## src/rtl/rsd_pkg.sv

```systemverilog
package rsd_pkg;

	localparam int NAME_W = 64;
	localparam int AGE_W  = 8;

	typedef enum logic [1:0] {
		OP_PUSH   = 2'd0,
		OP_POP    = 2'd1,
		OP_DELETE = 2'd2,
		OP_NOP    = 2'd3
	} opcode_t;

	typedef enum logic [1:0] {
		ST_DONE     = 2'd0,
		ST_FULL     = 2'd1,
		ST_EMPTY    = 2'd2,
		ST_NOTFOUND = 2'd3
	} status_t;

	// per-cell control from the stack controller
	typedef struct packed {
		logic live;   // cell holds a stored record
		logic load;   // take the pushed record
		logic shift;  // take the record of the neighbor above
	} cell_ctl_t;

endpackage

```

## src/rtl/rsd_cell.sv

```systemverilog
module rsd_cell import rsd_pkg::*; #(
	parameter int KEY_BITS = 64
) (
	input  logic                clk,
	input  cell_ctl_t           ctl,
	input  logic [KEY_BITS-1:0] key,
	input  logic [AGE_W-1:0]    age,
	input  logic [KEY_BITS-1:0] above_name,
	input  logic [AGE_W-1:0]    above_age,
	output logic [KEY_BITS-1:0] name,
	output logic [AGE_W-1:0]    age_out,
	output logic                match
);

	logic [KEY_BITS-1:0] name_q;
	logic [AGE_W-1:0]    age_q;

	always_ff @(posedge clk) begin
		if (ctl.shift) begin
			name_q <= above_name;
			age_q  <= above_age;
		end else if (ctl.load) begin
			name_q <= key;
			age_q  <= age;
		end
	end

	assign match   = ctl.live & (name_q == key);
	assign name    = name_q;
	assign age_out = age_q;

endmodule

```

## src/rtl/record_stack_with_key_delete_top.sv

```systemverilog
// A result is presented in the cycle after its item is accepted.
// One item per cycle while the result side takes each result; the key compare in every cell and the
// lowest-match pick over the match vector settle within that cycle.
// Reset (arst_n low, asynchronous): count goes to zero and no result is
// pending; stored records are left as they are and are never read unset.
module record_stack_with_key_delete_top import rsd_pkg::*; #(
	parameter int STACK_DEPTH = 16,
	parameter int KEY_BITS    = 64,
	localparam int CW = $clog2(STACK_DEPTH + 1)
) (
	input  logic              clk,
	input  logic              arst_n,
	// item side
	input  logic              req_valid,
	output logic              req_ready,
	input  logic [1:0]        opcode,
	input  logic [NAME_W-1:0] name_key,
	input  logic [AGE_W-1:0]  age_value,
	// result side
	output logic              rsp_valid,
	input  logic              rsp_ready,
	output logic [1:0]        status,
	output logic [CW-1:0]     entry_count,
	output logic              top_valid,
	output logic [NAME_W-1:0] top_name,
	output logic [AGE_W-1:0]  top_age
);

	// Control state
	logic [CW-1:0] count_q;
	logic          rsp_valid_q;
	status_t       status_q;

	// Cell chain wiring; the slot above the top cell reads as zero.
	logic [KEY_BITS-1:0]    chain_name [STACK_DEPTH+1];
	logic [AGE_W-1:0]       chain_age  [STACK_DEPTH+1];
	logic [STACK_DEPTH-1:0] match_vec;
	cell_ctl_t              ctl        [STACK_DEPTH];

	logic                   accept;
	logic [KEY_BITS-1:0]    key;
	opcode_t                op;
	logic                   full;
	logic                   empty;
	logic                   found;
	logic [STACK_DEPTH-1:0] low_match;
	logic [STACK_DEPTH-1:0] below_match;
	logic                   push_go;
	logic                   del_go;
	status_t                status_d;
	logic [CW-1:0]          count_d;
	logic [CW-1:0]          top_idx;

	// The result register frees up when its item is taken, so a new item
	// can enter in the same cycle.
	assign req_ready = !rsp_valid_q || rsp_ready;
	assign accept    = req_valid && req_ready;

	assign key   = name_key[KEY_BITS-1:0];
	assign op    = opcode_t'(opcode);
	assign full  = (count_q == CW'(STACK_DEPTH));
	assign empty = (count_q == '0);

	// Lowest matching cell: isolate the lowest set bit, then everything
	// below it keeps its record and everything from it upward shifts down.
	assign found       = |match_vec;
	assign low_match   = match_vec & (~match_vec + 1'b1);
	assign below_match = low_match - 1'b1;

	always_comb begin
		status_d = ST_DONE;
		count_d  = count_q;
		push_go  = 1'b0;
		del_go   = 1'b0;
		case (op)
			OP_PUSH: begin
				if (full) begin
					status_d = ST_FULL;
				end else begin
					push_go = 1'b1;
					count_d = count_q + 1'b1;
				end
			end
			OP_POP: begin
				if (empty) begin
					status_d = ST_EMPTY;
				end else begin
					count_d = count_q - 1'b1;
				end
			end
			OP_DELETE: begin
				if (!found) begin
					status_d = ST_NOTFOUND;
				end else begin
					del_go  = 1'b1;
					count_d = count_q - 1'b1;
				end
			end
			default: begin
				// unused opcode: report the current contents
				status_d = ST_DONE;
			end
		endcase
	end

	assign chain_name[STACK_DEPTH] = '0;
	assign chain_age[STACK_DEPTH]  = '0;

	for (genvar i = 0; i < STACK_DEPTH; i++) begin : g_cell
		always_comb begin
			ctl[i].live  = (CW'(i) < count_q);
			ctl[i].load  = accept && push_go && (count_q == CW'(i));
			ctl[i].shift = accept && del_go && !below_match[i];
		end

		rsd_cell #(
			.KEY_BITS(KEY_BITS)
		) u_cell (
			.clk       (clk),
			.ctl       (ctl[i]),
			.key       (key),
			.age       (age_value),
			.above_name(chain_name[i+1]),
			.above_age (chain_age[i+1]),
			.name      (chain_name[i]),
			.age_out   (chain_age[i]),
			.match     (match_vec[i])
		);
	end

	always_ff @(posedge clk or negedge arst_n) begin
		if (!arst_n) begin
			count_q     <= '0;
			rsp_valid_q <= 1'b0;
		end else begin
			if (accept) begin
				count_q     <= count_d;
				rsp_valid_q <= 1'b1;
			end else if (rsp_ready) begin
				rsp_valid_q <= 1'b0;
			end
		end
	end

	// status is payload only, no reset needed
	always_ff @(posedge clk) begin
		if (accept) begin
			status_q <= status_d;
		end
	end

	// The stack contents and count only move on an accepted item, which
	// cannot happen while a result waits, so the top read stays steady.
	assign top_idx     = count_q - 1'b1;
	assign rsp_valid   = rsp_valid_q;
	assign status      = status_q;
	assign entry_count = count_q;
	assign top_valid   = !empty;
	assign top_name    = empty ? '0 : NAME_W'(chain_name[top_idx]);
	assign top_age     = empty ? '0 : chain_age[top_idx];

endmodule

```

## config.mk

```make
export PLATFORM = sky130hd
export DESIGN_NAME = record_stack_with_key_delete_top
export DESIGN_NICKNAME = d
export VERILOG_FILES = /design/src/rtl/rsd_pkg.sv /design/src/rtl/rsd_cell.sv /design/src/rtl/record_stack_with_key_delete_top.sv
export SDC_FILE = /design/constraint.sdc
export NUM_CORES = 2
export LEC_CHECK = 0
export BUFFER_PORTS_ARGS = -buffer_cell sky130_fd_sc_hd__buf_2
export CAP_MARGIN = 20
export CORE_ASPECT_RATIO = 2
export CORE_UTILIZATION = 50
export CTS_BUF_LIST = sky130_fd_sc_hd__clkbuf_4 sky130_fd_sc_hd__clkbuf_8 sky130_fd_sc_hd__clkbuf_16
export CTS_CLUSTER_SIZE = 25
export DETAILED_ROUTE_END_ITERATION = 10
export PLACE_DENSITY = 0.67
export SLEW_MARGIN = 20
export SYNTH_ARGS = -nofsm -noshare
export SYNTH_HDL_FRONTEND = slang
export SYNTH_SLANG_ARGS = --single-unit
```

## constraint.sdc

```tcl
create_clock -name clk -period 9.81 [get_ports clk]
set_input_delay 1.962 -clock clk [delete_from_list [all_inputs] [get_ports clk]]
set_output_delay 1.962 -clock clk [all_outputs]
set_load 0.1 [all_outputs]
```

==> results.txt, run 1 <==
Tool error -> [ERROR GRT-0116] Global routing finished with congestion. Check the congestion regions in the DRC Viewer.
Placed cell count -> 6965
RePlAce Congestion -> 1.27
Post-CTS Setup Bufs -> 0
Total track usage -> 66.2%
#FFs+latches synth -> 1160
Area contributors post-synth -> edfxtp_1 (46%), mux2_2 (13%), mux4_2 (9.2%)
TritonCTS buffer count -> 110
Yosys warns -> 0
XOR/XNOR share of the synthesized area -> 12.1%
IO Port Bufs -> 159
Die W -> 268 um
PostCTS Resize Cnt -> 0
Post-DP HPWL -> 307000 um
Largest net degree at the start of global routing -> 105
Count of cell types in the netlist -> 74
Max Buffers Root-to-Sink -> 3
Htree depth -> 3
Initial core utilization -> 50.5%
Die H -> 533 um
Congestion Overflow GR -> 100
Number of global-route vias before repair -> 57.7k
Hold_buf cts -> 0
Syn Inst Count -> 5241
Async set-or-reset flop fraction in the synthesized netlist -> 0.517%
Synth Cell Area -> 70600 um^2
Register area share after synthesis -> 48.3%
Syn_nets -> 5328
Mux share of post-synthesis cell area -> 26.3%
Status -> stopped before the end
CTS Root Cell -> clkbuf_16
Largest family of logic cells by synthesized area -> multiplexers
Stopping stage -> global routing (5_1_grt)
I/O pins -> 160
FP Rows -> 194
Synth Area in Adders -> 0.159%
# clock sinks -> 1160
Synth Area per Inst -> 13.5 um^2
Synth top area share -> 46.0%
First-pass GRT wire length -> 618000 um
Post-synth EDFFs -> 1082
Synth Area in Simple Gates -> 5.80%
Top FF cell, synth -> edfxtp_1
Leading area contributor after synthesis -> edfxtp_1
Post-synthesis compound-gate area fraction -> 3.83%
## cell usage after synthesis, types with 10 or more instances
cell	number
nor3_1	21
inv_1	55
nor2b_1	92
nand4_1	155
mux2_4	70
nor2_1	93
xnor2_1	531
nor4_1	143
mux2_2	826
nand2_1	163
o21ai_0	168
mux2_1	10
clkbuf_1	266
mux2i_1	160
buf_1	12
a211oi_1	144
buf_2	195
buf_4	15
mux4_2	288
xor2_1	442
nand3_1	56
dfxtp_1	72
buf_6	16
nand2b_1	18
edfxtp_1	1082
o22ai_1	24
a21oi_1	11
## cells by family after synthesis
logic type	count (synthesis)
xor gates and xnor gates	973
muxes	1354
DFF	1160
adders and majority gates	9
AOI/OAI and AO/OA	412
buffers and inverters	565
and+or+nand+nor	768
## stage by stage
step / setup slack (ns) / area (um^2)
after floorplan: 0.519 / 70600
after detailed placement: 2.24 / 74000
after CTS: 2.41 / 77800
after global placement: 1.51 / 73800
## per-layer routing
| metal | GRT overflow | GRT usage, % |
|---|---|---|
| met2 | 57 | 87.3 |
| met5 | 0 | 7.83 |
| met4 | 43 | 68.0 |
| met3 | 0 | 40.9 |
| met1 | 0 | 68.6 |
==> run 2: changes to the inputs <==
--- a/config.mk
+++ b/config.mk
@@ -7,12 +7,9 @@
 export LEC_CHECK = 0
 export BUFFER_PORTS_ARGS = -buffer_cell sky130_fd_sc_hd__buf_2
 export CAP_MARGIN = 20
-export CORE_ASPECT_RATIO = 2
-export CORE_UTILIZATION = 50
-export CTS_BUF_LIST = sky130_fd_sc_hd__clkbuf_4 sky130_fd_sc_hd__clkbuf_8 sky130_fd_sc_hd__clkbuf_16
-export CTS_CLUSTER_SIZE = 25
+export CORE_UTILIZATION = 35
 export DETAILED_ROUTE_END_ITERATION = 10
-export PLACE_DENSITY = 0.67
+export PLACE_DENSITY_LB_ADDON = 0.15
 export SLEW_MARGIN = 20
 export SYNTH_ARGS = -nofsm -noshare
 export SYNTH_HDL_FRONTEND = slang
==> run 2 against run 1 <==
Effect of this change: the flow now finishes, with violations (design-rule violations); area after synthesis stayed put; synthesized cell count stayed put.
==> results.txt, run 2 <==
Status -> complete, but fails checks
Violated checks -> design-rule violations
Synth Area per Inst -> 13.5 um^2
Max-cap violations -> 0
Worst skew pair latency -> 0.85 ns
Post-CTS Setup Bufs -> 0
Final period util -> 74.4%
Hold Path Sink -> g_cell[15].u_cell.age_out[6]
Max FFs per register -> 1024
Worst Skew -> 0.0427 ns
CP Class -> flip-flop to output pin
Async set-or-reset flop fraction in the synthesized netlist -> 0.517%
CTS Root Cell -> clkbuf_16
Hold_buf cts -> 0
Synth top area share -> 46.0%
PostCTS Resize Cnt -> 0
Synth Area in Simple Gates -> 5.80%
Fillers -> 19.0k
Via count -> 53.2k
Die W -> 451 um
Worst Path Required -> 7.85 ns
Leak pwr -> 26.1 nW
Yosys warns -> 0
FP Rows -> 164
Post-DP HPWL -> 321000 um
Net Sw Power -> 11.1 mW
Congestion Overflow GR -> 0
Synth Area in Adders -> 0.159%
Count of cell types in the netlist -> 74
Final setup violation count -> 0
Internal power contribution -> 11.9 mW
# DRC -> 14
Largest net degree at the start of global routing -> 100
Sw Share -> 48.4%
Final Critical Period -> 7.30 ns
Critical Path Slowest Stage Cell -> a211oi_1
CP arrival -> 5.33 ns
Post-synthesis compound-gate area fraction -> 3.83%
Cell Area, Placed -> 75300 um^2
Leading area contributor after synthesis -> edfxtp_1
Slowest cell delay on critical path -> 1.02 ns
Setup TNS Final -> 0 ns
Register-to-Register Path Depth -> 9
TritonCTS buffer count -> 149
Placed cell count -> 7757
Total track usage -> 41.6%
Setup crit start kind -> flip-flop
IO Port Bufs -> 159
Syn Inst Count -> 5241
Tightest Pin Transition -> 1.38 ns
Synth top cells by count -> edfxtp_1 (1082), mux2_2 (826), xnor2_1 (531)
Area Growth Syn to Fin -> 13.7%
Clk pwr share -> 24.6%
Largest family of logic cells by synthesized area -> multiplexers
Die H -> 451 um
CP Capture Type -> output pin
Max Buffers Root-to-Sink -> 3
First-pass GRT wire length -> 544000 um
RePlAce Congestion -> 1.13
Commonest cells after routing, fill and taps aside -> edfxtp_1 (1082), mux2_2 (826), xnor2_1 (508)
P per Cell Area -> 286 nW/um^2
XOR/XNOR share of the synthesized area -> 12.1%
Total iterations of the first detailed-routing run -> 9
Vias per Instance -> 6.60
Most common cell after layout, fill and taps aside -> edfxtp_1
Antenna viol nets, final -> 0
Nets -> 5341
Worst path cell trace -> nor3_1 -> xnor2_2 -> buf_4 -> buf_4 -> a211oi_1 -> a211oi_1 -> buf_2
DRT iter0 DRCs -> 9423
CTS tree -> yes
Unrepaired setup endpoints after global routing -> no
Fmax achieved -> 0.137 GHz
Htree depth -> 4
#FFs+latches synth -> 1160
Initial core utilization -> 35.3%
Final core utilization -> 40.1%
Antenna violations before repair -> 57
Reg-to-reg setup timing slack -> 3.86 ns
Crit-path max FO -> 28
Slew Limit Fails -> 0
Syn_nets -> 5328
Worst hold path type -> flip-flop to flip-flop
CTS clk-pin slew, worst paths -> 0.06 ns
Routed len/inst -> 53.5 um
Synth Cell Area -> 70600 um^2
Register share of total power -> 25.2%
Core ar. -> 200000 um^2
Max IR drop VDD -> 0.000446 V
Hold path cells -> 2
Die Area -> 204000 um^2
Rel. slew slack -> 7.99%
Hold Fails Final Rpt -> 0
Layout Cells excl Fill -> 8060
Logic pwr share -> 50.2%
Reg2reg start -> g_cell[5].u_cell.name[47]
Top FF cell, synth -> edfxtp_1
Post-synth EDFFs -> 1082
Critical R2R Capture -> g_cell[13].u_cell.name[34]
Final instance area -> 80300 um^2
Ratio of cells with drive above 1 in the final layout -> 34.8%
I/O pins -> 160
Hold_sp -> g_cell[15].u_cell.age_out[6]
Final WL -> 431000 um
# clock sinks -> 1160
Register area share after synthesis -> 48.3%
Number of global-route vias before repair -> 48.1k
Mux share of post-synthesis cell area -> 26.3%
Most frequent cell after synthesis -> edfxtp_1
Area contributors post-synth -> edfxtp_1 (46%), mux2_2 (13%), mux4_2 (9.2%)
-- run 2: per-stage QoR --
| stage | power, mW | hold WS [ns] | worst slack, ns |
|---|---|---|---|
| final | 23.0 | 0.522 | 2.51 |
| after global routing | 23.3 | 0.557 | 2.46 |
| after CTS | 22.9 | 0.524 | 2.59 |
| after detailed placement | 17.3 | 0.512 | 2.31 |
| after global placement | 17.3 | 0.503 | 2.33 |
| after floorplan | 13.5 | 0.474 | 0.519 |
-- run 2: logic make-up (layout without fill, tap and decap cells) --
family,Yosys count,in the layout
flip-flops,1160,1160
multiplexers,1354,1354
AO/OA/AOI/OAI,412,412
other,0,23
XOR/XNOR,973,973
buffers and inverters,565,705
AND/OR/NAND/NOR,768,768
adder cells (fa/ha/maj),9,9
-- run 2: how the worst max path moves through the flow --
stage,from,end,slack [ns],cells after the start
floorplan,rsp_ready,g_cell[12].u_cell.age_out[0],0.52,5
CTS,entry_count[0],top_name[14],2.59,7
detailed placement,name_key[47],g_cell[11].u_cell.name[32],2.31,12
global route,entry_count[0],top_name[14],2.46,7
finish,entry_count[0],top_name[44],2.51,7
global placement,name_key[47],g_cell[11].u_cell.name[32],2.33,12
-- run 2: area by class of cell --
cell class                 count  area, um^2  area share [%]
clock buffer                 210        4190            5.22
multi-input combinational   3516       34700            43.2
timing repair buffer         367        3080            3.84
tap                         2656        3320            4.14
inverter                      60         230           0.287
clock inverter                68         662           0.824
sequential                  1160       34100            42.4
antenna                       23        57.6          0.0717
-- run 2: power by group through the flow --
| stage | Clock, mW | Sequential, mW | Combinational, mW |
|---|---|---|---|
| global placement | 0 | 5.88 | 11.4 |
| CTS | 5.68 | 5.78 | 11.4 |
| global route | 5.82 | 5.80 | 11.7 |
| floorplan | 0 | 5.84 | 7.69 |
| finish | 5.66 | 5.79 | 11.6 |
| detailed placement | 0 | 5.88 | 11.4 |
-- run 2: critical path, delay by kind of cell, from the launching register on --
kind	cells	cell delay (ns)
simple gates	1	0.78
buf+inv	3	1.56
xor+xnor	1	0.29
flops	1	0.63
compound gates	2	1.15
-- run 2: layer usage --
| metal | up-vias | track usage [%] | wire (um) |
|---|---|---|---|
| li1 | 19926 | - | - |
| met1 | 28417 | 55.6 | 171000 |
| met2 | 4052 | 59.4 | 181000 |
| met3 | 783 | 11.0 | 46800 |
| met4 | 22 | 26.1 | 32100 |
| met5 | - | 0 | 151 |
Note: power is estimated with default switching activity, not from simulation.
